--- config.mk ---
export PLATFORM = sky130hd
export DESIGN_NAME = ucs2le_to_utf8_stream_converter_unit
export DESIGN_NICKNAME = d
export VERILOG_FILES = /design/src/design/u2u_pkg.sv /design/src/design/u2u_encoder.sv /design/src/design/ucs2le_to_utf8_stream_converter_unit.sv
export SDC_FILE = /design/constraint.sdc
export NUM_CORES = 1
export LEC_CHECK = 0
export BUFFER_PORTS_ARGS = -buffer_cell sky130_fd_sc_hd__buf_2
export CORE_MARGIN = 2
export CORE_UTILIZATION = 55
export DETAILED_ROUTE_END_ITERATION = 8
export PLACE_DENSITY = 0.85
export SLEW_MARGIN = 20
export SYNTH_ARGS = -nofsm -noshare
export SYNTH_HDL_FRONTEND = slang
export SYNTH_HIERARCHICAL = 1
export SYNTH_SLANG_ARGS = --single-unit
--- constraint.sdc ---
create_clock -name clk_i -period 3.4 [get_ports clk_i]
set_input_delay 0.68 -clock clk_i [delete_from_list [all_inputs] [get_ports clk_i]]
set_output_delay 0.68 -clock clk_i [all_outputs]
set_load 0.02 [all_outputs]
--- src/design/u2u_pkg.sv ---
`default_nettype none

package u2u_pkg;

  typedef enum logic [1:0] {
    PH_FIRST  = 2'd0,
    PH_SECOND = 2'd1,
    PH_LOW    = 2'd2,
    PH_HIGH   = 2'd3
  } phase_e;

  typedef enum logic [1:0] {
    ST_OK   = 2'd0,
    ST_ODD  = 2'd1,
    ST_MODE = 2'd2
  } status_e;

  localparam logic [7:0]  BomLo     = 8'hFF;
  localparam logic [7:0]  BomHi     = 8'hFE;
  localparam logic [15:0] Lim1Byte  = 16'h0080;
  localparam logic [15:0] Lim2Byte  = 16'h0800;
  localparam logic [7:0]  Lead2     = 8'hC0;
  localparam logic [7:0]  Lead3     = 8'hE0;
  localparam logic [7:0]  ContMark  = 8'h80;
  localparam int          MaxResults = 3;

  typedef struct packed {
    phase_e     phase;
    logic [7:0] held;
    logic       comp;
    status_e    fault;
  } conv_state_t;

  typedef struct packed {
    logic [7:0] data;
    logic       valid;
    logic       tend;
    status_e    status;
  } result_t;

  typedef struct packed {
    logic [1:0]      cnt;
    logic [2:0][7:0] bytes;
  } enc_t;

  // UTF-8 encoding of one 16-bit code unit, surrogates included as plain
  // three-byte sequences.
  function automatic enc_t encode_unit(input logic [15:0] unit);
    enc_t e;
    e.bytes = '0;
    if (unit < Lim1Byte) begin
      e.cnt      = 2'd1;
      e.bytes[0] = unit[7:0];
    end else if (unit < Lim2Byte) begin
      e.cnt      = 2'd2;
      e.bytes[0] = Lead2 | {3'b000, unit[10:6]};
      e.bytes[1] = ContMark | {2'b00, unit[5:0]};
    end else begin
      e.cnt      = 2'd3;
      e.bytes[0] = Lead3 | {4'b0000, unit[15:12]};
      e.bytes[1] = ContMark | {2'b00, unit[11:6]};
      e.bytes[2] = ContMark | {2'b00, unit[5:0]};
    end
    return e;
  endfunction

endpackage

`default_nettype wire

--- src/design/u2u_encoder.sv ---
`default_nettype none

module u2u_encoder
  import u2u_pkg::*;
(
  input  var conv_state_t          state_i,
  input  wire logic [7:0]          byte_i,
  input  wire logic                last_i,
  output conv_state_t              state_o,
  output result_t [MaxResults-1:0] res_o,
  output logic [1:0]               cnt_o
);

  enc_t        enc;
  logic        do_enc;
  logic [15:0] unit;
  status_e     status;
  conv_state_t nxt;
  logic [1:0]  n;
  logic [1:0]  last_idx;

  always_comb begin
    nxt      = state_i;
    do_enc   = 1'b0;
    status   = ST_OK;
    unit     = {byte_i, state_i.held};
    n        = 2'd0;
    last_idx = 2'd0;
    res_o    = '0;

    case (state_i.phase)
      PH_FIRST: begin
        nxt.held  = byte_i;
        nxt.phase = PH_SECOND;
        status    = ST_ODD;
      end
      PH_SECOND: begin
        if (state_i.held == BomLo && byte_i == BomHi) begin
          nxt.comp = 1'b1;
        end else begin
          do_enc = 1'b1;
        end
        nxt.phase = PH_LOW;
      end
      PH_LOW: begin
        if (state_i.comp) begin
          // Compressed text: each byte is a code point; a zero byte latches a fault.
          if (state_i.fault == ST_OK) begin
            if (byte_i == 8'h00) begin
              nxt.fault = ST_MODE;
            end else begin
              do_enc = 1'b1;
              unit   = {8'h00, byte_i};
            end
          end
        end else begin
          nxt.held  = byte_i;
          nxt.phase = PH_HIGH;
          status    = ST_ODD;
        end
      end
      PH_HIGH: begin
        do_enc    = 1'b1;
        nxt.phase = PH_LOW;
      end
      default: begin
        nxt = state_i;
      end
    endcase

    enc = encode_unit(unit);
    if (do_enc) begin
      n = enc.cnt;
      for (int i = 0; i < MaxResults; i++) begin
        res_o[i].data  = enc.bytes[i];
        res_o[i].valid = 1'b1;
      end
    end

    if (last_i) begin
      if (nxt.fault != ST_OK) begin
        status = nxt.fault;
      end
      if (status != ST_OK || n == 2'd0) begin
        // Bare end marker carrying the status.
        res_o        = '0;
        res_o[0].tend   = 1'b1;
        res_o[0].status = status;
        n = 2'd1;
      end else begin
        last_idx = n - 2'd1;
        res_o[last_idx].tend = 1'b1;
      end
      nxt = '{phase: PH_FIRST, held: 8'h00, comp: 1'b0, fault: ST_OK};
    end

    state_o = nxt;
    cnt_o   = n;
  end

endmodule

`default_nettype wire

--- src/design/ucs2le_to_utf8_stream_converter_unit.sv ---
`default_nettype none
// The first UTF-8 byte of an input transaction is offered in the cycle after it is taken.
// Each input byte yields n = 0..3 results; the byte-wide result channel drains them from
// the three-entry result buffer, and input is stalled until the buffer drains.
// A new input is taken in the same cycle the last buffered result leaves.
// Reset (rst_ni low, asynchronous) empties the buffer and returns the decoder to the
// start of a text.

module ucs2le_to_utf8_stream_converter_unit
  import u2u_pkg::*;
(
  input  wire logic       clk_i,
  input  wire logic       rst_ni,
  input  wire logic       s_axis_tvalid_i,
  output logic            s_axis_tready_o,
  input  wire logic [7:0] s_axis_tdata_i,   // [7:0] in_byte
  input  wire logic       s_axis_tlast_i,   // in_last
  output logic            m_axis_tvalid_o,
  input  wire logic       m_axis_tready_i,
  output logic [7:0]      m_axis_tdata_o,   // [7:0] out_byte
  output logic [2:0]      m_axis_tuser_o,   // [0] byte_valid, [2:1] status
  output logic            m_axis_tlast_o    // text_end
);

  conv_state_t              state_q, state_d;
  result_t [MaxResults-1:0] res_d;
  result_t [MaxResults-1:0] buf_q, buf_d;
  logic [1:0]               cnt_q, cnt_d;
  logic [1:0]               enc_cnt;
  logic                     in_acc;
  logic                     out_acc;

  u2u_encoder u_encoder (
    .state_i (state_q),
    .byte_i  (s_axis_tdata_i),
    .last_i  (s_axis_tlast_i),
    .state_o (state_d),
    .res_o   (res_d),
    .cnt_o   (enc_cnt)
  );

  assign out_acc         = m_axis_tvalid_o && m_axis_tready_i;
  assign s_axis_tready_o = (cnt_q == 2'd0) || (cnt_q == 2'd1 && m_axis_tready_i);
  assign in_acc          = s_axis_tvalid_i && s_axis_tready_o;

  always_comb begin
    buf_d = buf_q;
    cnt_d = cnt_q;
    if (in_acc) begin
      buf_d = res_d;
      cnt_d = enc_cnt;
    end else if (out_acc) begin
      buf_d[0] = buf_q[1];
      buf_d[1] = buf_q[2];
      cnt_d    = cnt_q - 2'd1;
    end
  end

  always_ff @(posedge clk_i or negedge rst_ni) begin
    if (!rst_ni) begin
      state_q <= '{phase: PH_FIRST, held: 8'h00, comp: 1'b0, fault: ST_OK};
      cnt_q   <= 2'd0;
    end else begin
      if (in_acc) begin
        state_q <= state_d;
      end
      cnt_q <= cnt_d;
    end
  end

  always_ff @(posedge clk_i) begin
    buf_q <= buf_d;
  end

  assign m_axis_tvalid_o = (cnt_q != 2'd0);
  assign m_axis_tdata_o  = buf_q[0].data;
  assign m_axis_tuser_o  = {buf_q[0].status, buf_q[0].valid};
  assign m_axis_tlast_o  = buf_q[0].tend;

endmodule

`default_nettype wire
# Yosys cells after proc, flatten, opt, wreduce, memory -nomap -nowiden
# Index checks and enable logic that the tools add are counted.
[totals] reg_bits=51 inputBits=13 out_inout_bits=14 word_cells=99
[classes] add_sub_neg=2 n_lt_le_gt_ge=4 eq_ne=7 muxes=44 bitwise_logic=1 n_reduce_logical=24
[op_table] operator="2-to-1 mux 16 bit" count=5
[op_table] operator="2-to-1 mux 36 bit" count=2
[op_table] operator="2-to-1 mux 24 bit" count=2
[op_table] operator="bitwise mux 36 bit" count=1
[op_table] operator="2-to-1 mux 9 bit" count=3
[op_table] operator="demux 12 bit (select 2 bit)" count=1
[op_table] operator="2-to-1 mux 2 bit" count=12
[op_table] operator="== test 8 bit (second input constant)" count=2
[op_table] operator="< comparator 16 x 12 -> 1 bit (second input constant)" count=1
[op_table] operator="< comparator 16 x 8 -> 1 bit (second input constant)" count=1
[op_table] operator="2-to-1 mux 8 bit" count=2
[op_table] operator="one-hot mux 8 bit (2 select lines)" count=1
[op_table] operator="2-to-1 mux 14 bit" count=1
[op_table] operator="2-to-1 mux 13 bit" count=1
[op_table] operator="nonzero test 2 bit" count=6
[op_table] operator="2-to-1 mux 10 bit" count=1
[op_table] operator="zero test 2 bit" count=4
[op_table] operator="zero test 8 bit" count=1
[op_table] operator="2-to-1 mux 1 bit" count=8
[op_table] operator="one-hot mux 2 bit (3 select lines)" count=1
[op_table] operator="AND reduction 3 bit" count=2
[op_table] operator="logical AND 1 bit" count=5
[op_table] operator="== test 2 x 1 -> 1 bit (second input constant)" count=2
[op_table] operator="== test 2 bit (second input constant)" count=2
[op_table] operator="12 further kinds" count=15

# Depth between registers and ports, before layout
[depth] word_depth=18 ltp_mapped=10 mapped_depth_nobuf=7

# Hierarchy
# The synthesis kept the hierarchy.
[by_module_without_submodules] mod="ucs2le_to_utf8_stream_converter_unit" instances=1 cells_per_inst=120 area_per_inst_um2=2312.2
[by_module_without_submodules] mod="u2u_encoder" instances=1 cells_per_inst=155 area_per_inst_um2=923.4

# Least setup slack after synthesis
# OpenSTA, ideal clock, no wires.
[synth_path] kind="in2reg" startpoint="input port s_axis_tdata_i[2]" endpoint="register buf_q[15] (netlist name), data pin" setup_ps=260 arrival_time_ps=2472 path_slack_ps=668 path_stages=8 n_path_buf=2 path_cell_list="or4_1 nor2_1 nor2_1 o21ai_0 buf_4 inv_1 buf_4 mux2_4"
[synth_rtl] element="from (decl)" line_no="ucs2le_to_utf8_stream_converter_unit.sv:16" rtl="input wire logic [7:0] s_axis_tdata_i,"
[synth_rtl] element="to (signal assigned)" line_no="ucs2le_to_utf8_stream_converter_unit.sv:72" rtl="buf_q <= buf_d;"
[synth_rtl] element="to (decl)" line_no="ucs2le_to_utf8_stream_converter_unit.sv:27" rtl="result_t [MaxResults-1:0] buf_q, buf_d;"

==> metrics.md <==
| Metric | Value |
|---|---|
| Status | complete, no violations |
| # hold bufs at CTS | 0 |
| Global-route layer with the greatest usage | met1 |
| #FFs+latches synth | 51 |
| Yosys top cell area share | 0.334 |
| Synth unique cells | 52 |
| WL per Instance | 16.3 um |
| Period utilization | 0.801 |
| Worst Setup Path Type | input pin to flip-flop |
| Clock Skew | 0.00282 ns |
| IO Port Bufs | 26 |
| Worst-path fanout max | 16 |
| DPL Wire Length | 4090 um |
| R2R Path Start | state_q[11] |
| Largest net degree at the start of global routing | 41 |
| Die X | 80.7 um |
| CP Launch Type | input pin |
| Final Hold Vio Count | 0 |
| Leading post-synthesis cells by cell area | edfxtp_1 33%, mux2_4 17%, dfrtp_1 12% |
| Peak supply drop | 339 uV |
| CP required | 3.45 ns |
| Unrepaired setup endpoints after global routing | false |
| Total negative slack | 0 ns |
| TritonCTS clock tree | yes |
| Leak pwr | 1.43 nW |
| Seq/Total Area, Yosys | 0.450 |
| Synth Cell Area | 0.00324 mm^2 |
| Relative slew margins | 0.490 |
| R2R Path End | buf_q[23] |
| Post-synth top area cell | edfxtp_1 |
| Initial antenna violation count | 0 |
| CP startpoint | s_axis_tdata_i[2] |
| H-tree level count | 2 |
| Met2 usage | 0.288 |
| FMAX | 367 MHz |
| CTS sink count | 51 |
| Hold slack | 0.273 ns |
| CP Capture Type | flip-flop |
| Reg2reg setup slack | 0.87 ns |
| Synthesized area per cell | 11.8 um^2 |
| GR Util met1 | 0.288 |
| Die Area | 0.00651 mm^2 |
| Cells after synthesis | 275 |
| Vias | 2018 |
| # diodes | 0 |
| First-iteration detailed-routing DRC count | 184 |
| # nets final | 295 |
| Post-cts sizing count | 0 |
| Ys async rst share | 0.294 |
| Starting Density | 0.577 |
| Gr usage total | 0.191 |
| Global-route wire length before repair | 9420 um |
| Power per cell area | 766 mW/mm^2 |
| Share of cells above drive strength 1 | 0.320 |
| Final RePlAce weighted congestion | 0.889 |
| Vias in the first global route | 1854 |
| Routed vias/inst | 5.72 |
| Area Overhead vs Synth | 2.05% |
| CTS root buf | clkbuf_8 |
| Ys Warns | 6 |
| R2R cell count | 7 |
| Final WL | 5750 um |
| Clock latency on the worst-skew pair | 0.30 ns |
| Core Rows | 27 |
| Core ar. | 0.00561 mm^2 |
| Max cap viols | 0 |
| # DRC | 0 |
| Die H | 80.7 um |
| DR pass1 iterations | 4 |
| Worst-margin pin slew | 0.765 ns |
| HP Class | input pin to async pin |
| M3 GR Usage | 0.0337 |
| Global route overflow | 0 |
| Final Max Tran Viols | 0 |
| Tmin final | 2.72 ns |
| Ports | 27 |
| Longest Clk Path Bufs | 2 |
| CP arrival | 2.78 ns |
| Post-CTS Setup Repair Bufs | 0 |
| Final setup fails | 0 |
| CTS Buf Count | 5 |
| Post-synth EDFFs | 36 |
| Worst-path clk slew | 0.09 ns |
| Top FF cell, synth | edfxtp_1 |
| Post-DRT Antenna Nets | 0 |
## per-stage QoR
stage          instances  instance area (um^2)  power, mW  setup slack, ns   util
2_1_floorplan        280                  3250       2.05            0.668      -
3_3_place_gp         345                  3200       2.10            0.433  0.570
3_5_place_dp         345                  3200       2.14            0.404  0.570
4_1_cts              353                  3300       2.54            0.720  0.589
5_1_grt              353                  3300       2.69            0.538  0.589
6_report             353                  3300       2.53            0.676  0.589
## flip-flops by register name, summed over array words and instances, names as in the netlist
signal,flops
buf_q,24
cnt_q,2
state_q,13
m_axis_tuser_o,3
m_axis_tlast_o,1
m_axis_tdata_o,8
## worst max-delay path, cell delays in order
cell and delay (ns):
buf_2 0.13, or4_1 0.60, or2_1 0.27, o22ai_2 0.52
mux2i_1 0.16, o221a_2 0.15, mux2_4 0.26
## per-layer routing
| layer | routed length [um] | vias up |
|---|---|---|
| met3 | 263 | 7 |
| met4 | 57 | 0 |
| li1 | - | 985 |
| met2 | 2700 | 47 |
| met5 | 0 | - |
| met1 | 2730 | 979 |
## where the power goes
group	switching [mW]	total [mW]	internal [mW]
sequential	0.132	1.08	0.944
combinational	0.553	1.04	0.489
clock	0.190	0.411	0.220
total	0.875	2.53	1.65
## how the worst max path moves through the flow
stage / end / depth (start not counted)
2_1_floorplan: buf_q[15] / 8
3_3_place_gp: m_axis_tdata_o[0] / 7
3_5_place_dp: m_axis_tdata_o[5] / 7
4_1_cts: m_axis_tdata_o[5] / 7
5_1_grt: m_axis_tdata_o[5] / 7
6_report: m_axis_tdata_o[5] / 7
## kinds of logic (layout without fill, tap and decap cells)
| group | after synthesis | after routing | share of synthesized area |
|---|---|---|---|
| other | 1 | 6 | 0.00116 |
| AND/OR/NAND/NOR | 85 | 85 | 0.133 |
| flip-flops | 51 | 51 | 0.450 |
| buffers and inverters | 44 | 45 | 0.102 |
| adder cells (fa/ha/maj) | 2 | 2 | 0.00773 |
| AO/OA/AOI/OAI | 47 | 47 | 0.109 |
| multiplexers | 45 | 45 | 0.197 |
## placed cells by master, fill, tap and decap left out, types with 2 or more instances in the layout
master    Yosys  routed
inv_1         8       8
mux2_2        2       2
buf_2         3      26
nor3_1       10      10
a311oi_2      2       2
edfxtp_1     36      36
o21a_1        2       2
nand2_1      23      23
conb_1        1       6
clkbuf_8      0       5
dfrtp_1      15      15
clkbuf_1      4       2
a21oi_1      13      13
a211oi_1      3       3
nand3_1       6       6
nand4_1       2       2
mux2_4       37      37
o22a_2        2       2
or3_1         5       5
ha_1          2       2
mux2i_1       6       6
nor4_1        3       3
a21oi_2       6       6
nand2b_1      4       4
buf_4        23       2
nor2_1       23      23
o21ai_0       5       4
## cell usage after synthesis, drive strengths merged, types with 2 or more instances
cell type / instances
or3: 5
o22a: 2
nand3: 6
ha: 2
nor4: 3
clkbuf: 4
nand4: 2
buf: 31
dfrtp: 15
mux2: 39
nand2: 24
or4: 2
edfxtp: 36
nor3: 10
a21oi: 19
a211oi: 3
inv: 9
nor2: 23
o22ai: 2
a311oi: 3
o21ai: 5
o21a: 2
mux2i: 6
nand2b: 4
## final cells by class
class,instances,area [um^2]
clock buffer,7,76.3
fill,485,2310
inverter,9,36.3
sequential,51,1460
multi-input combinational,185,1470
tap,72,90.1
clock inverter,1,30.0
timing repair buffer,28,145
(Power assumes the default switching activity.)
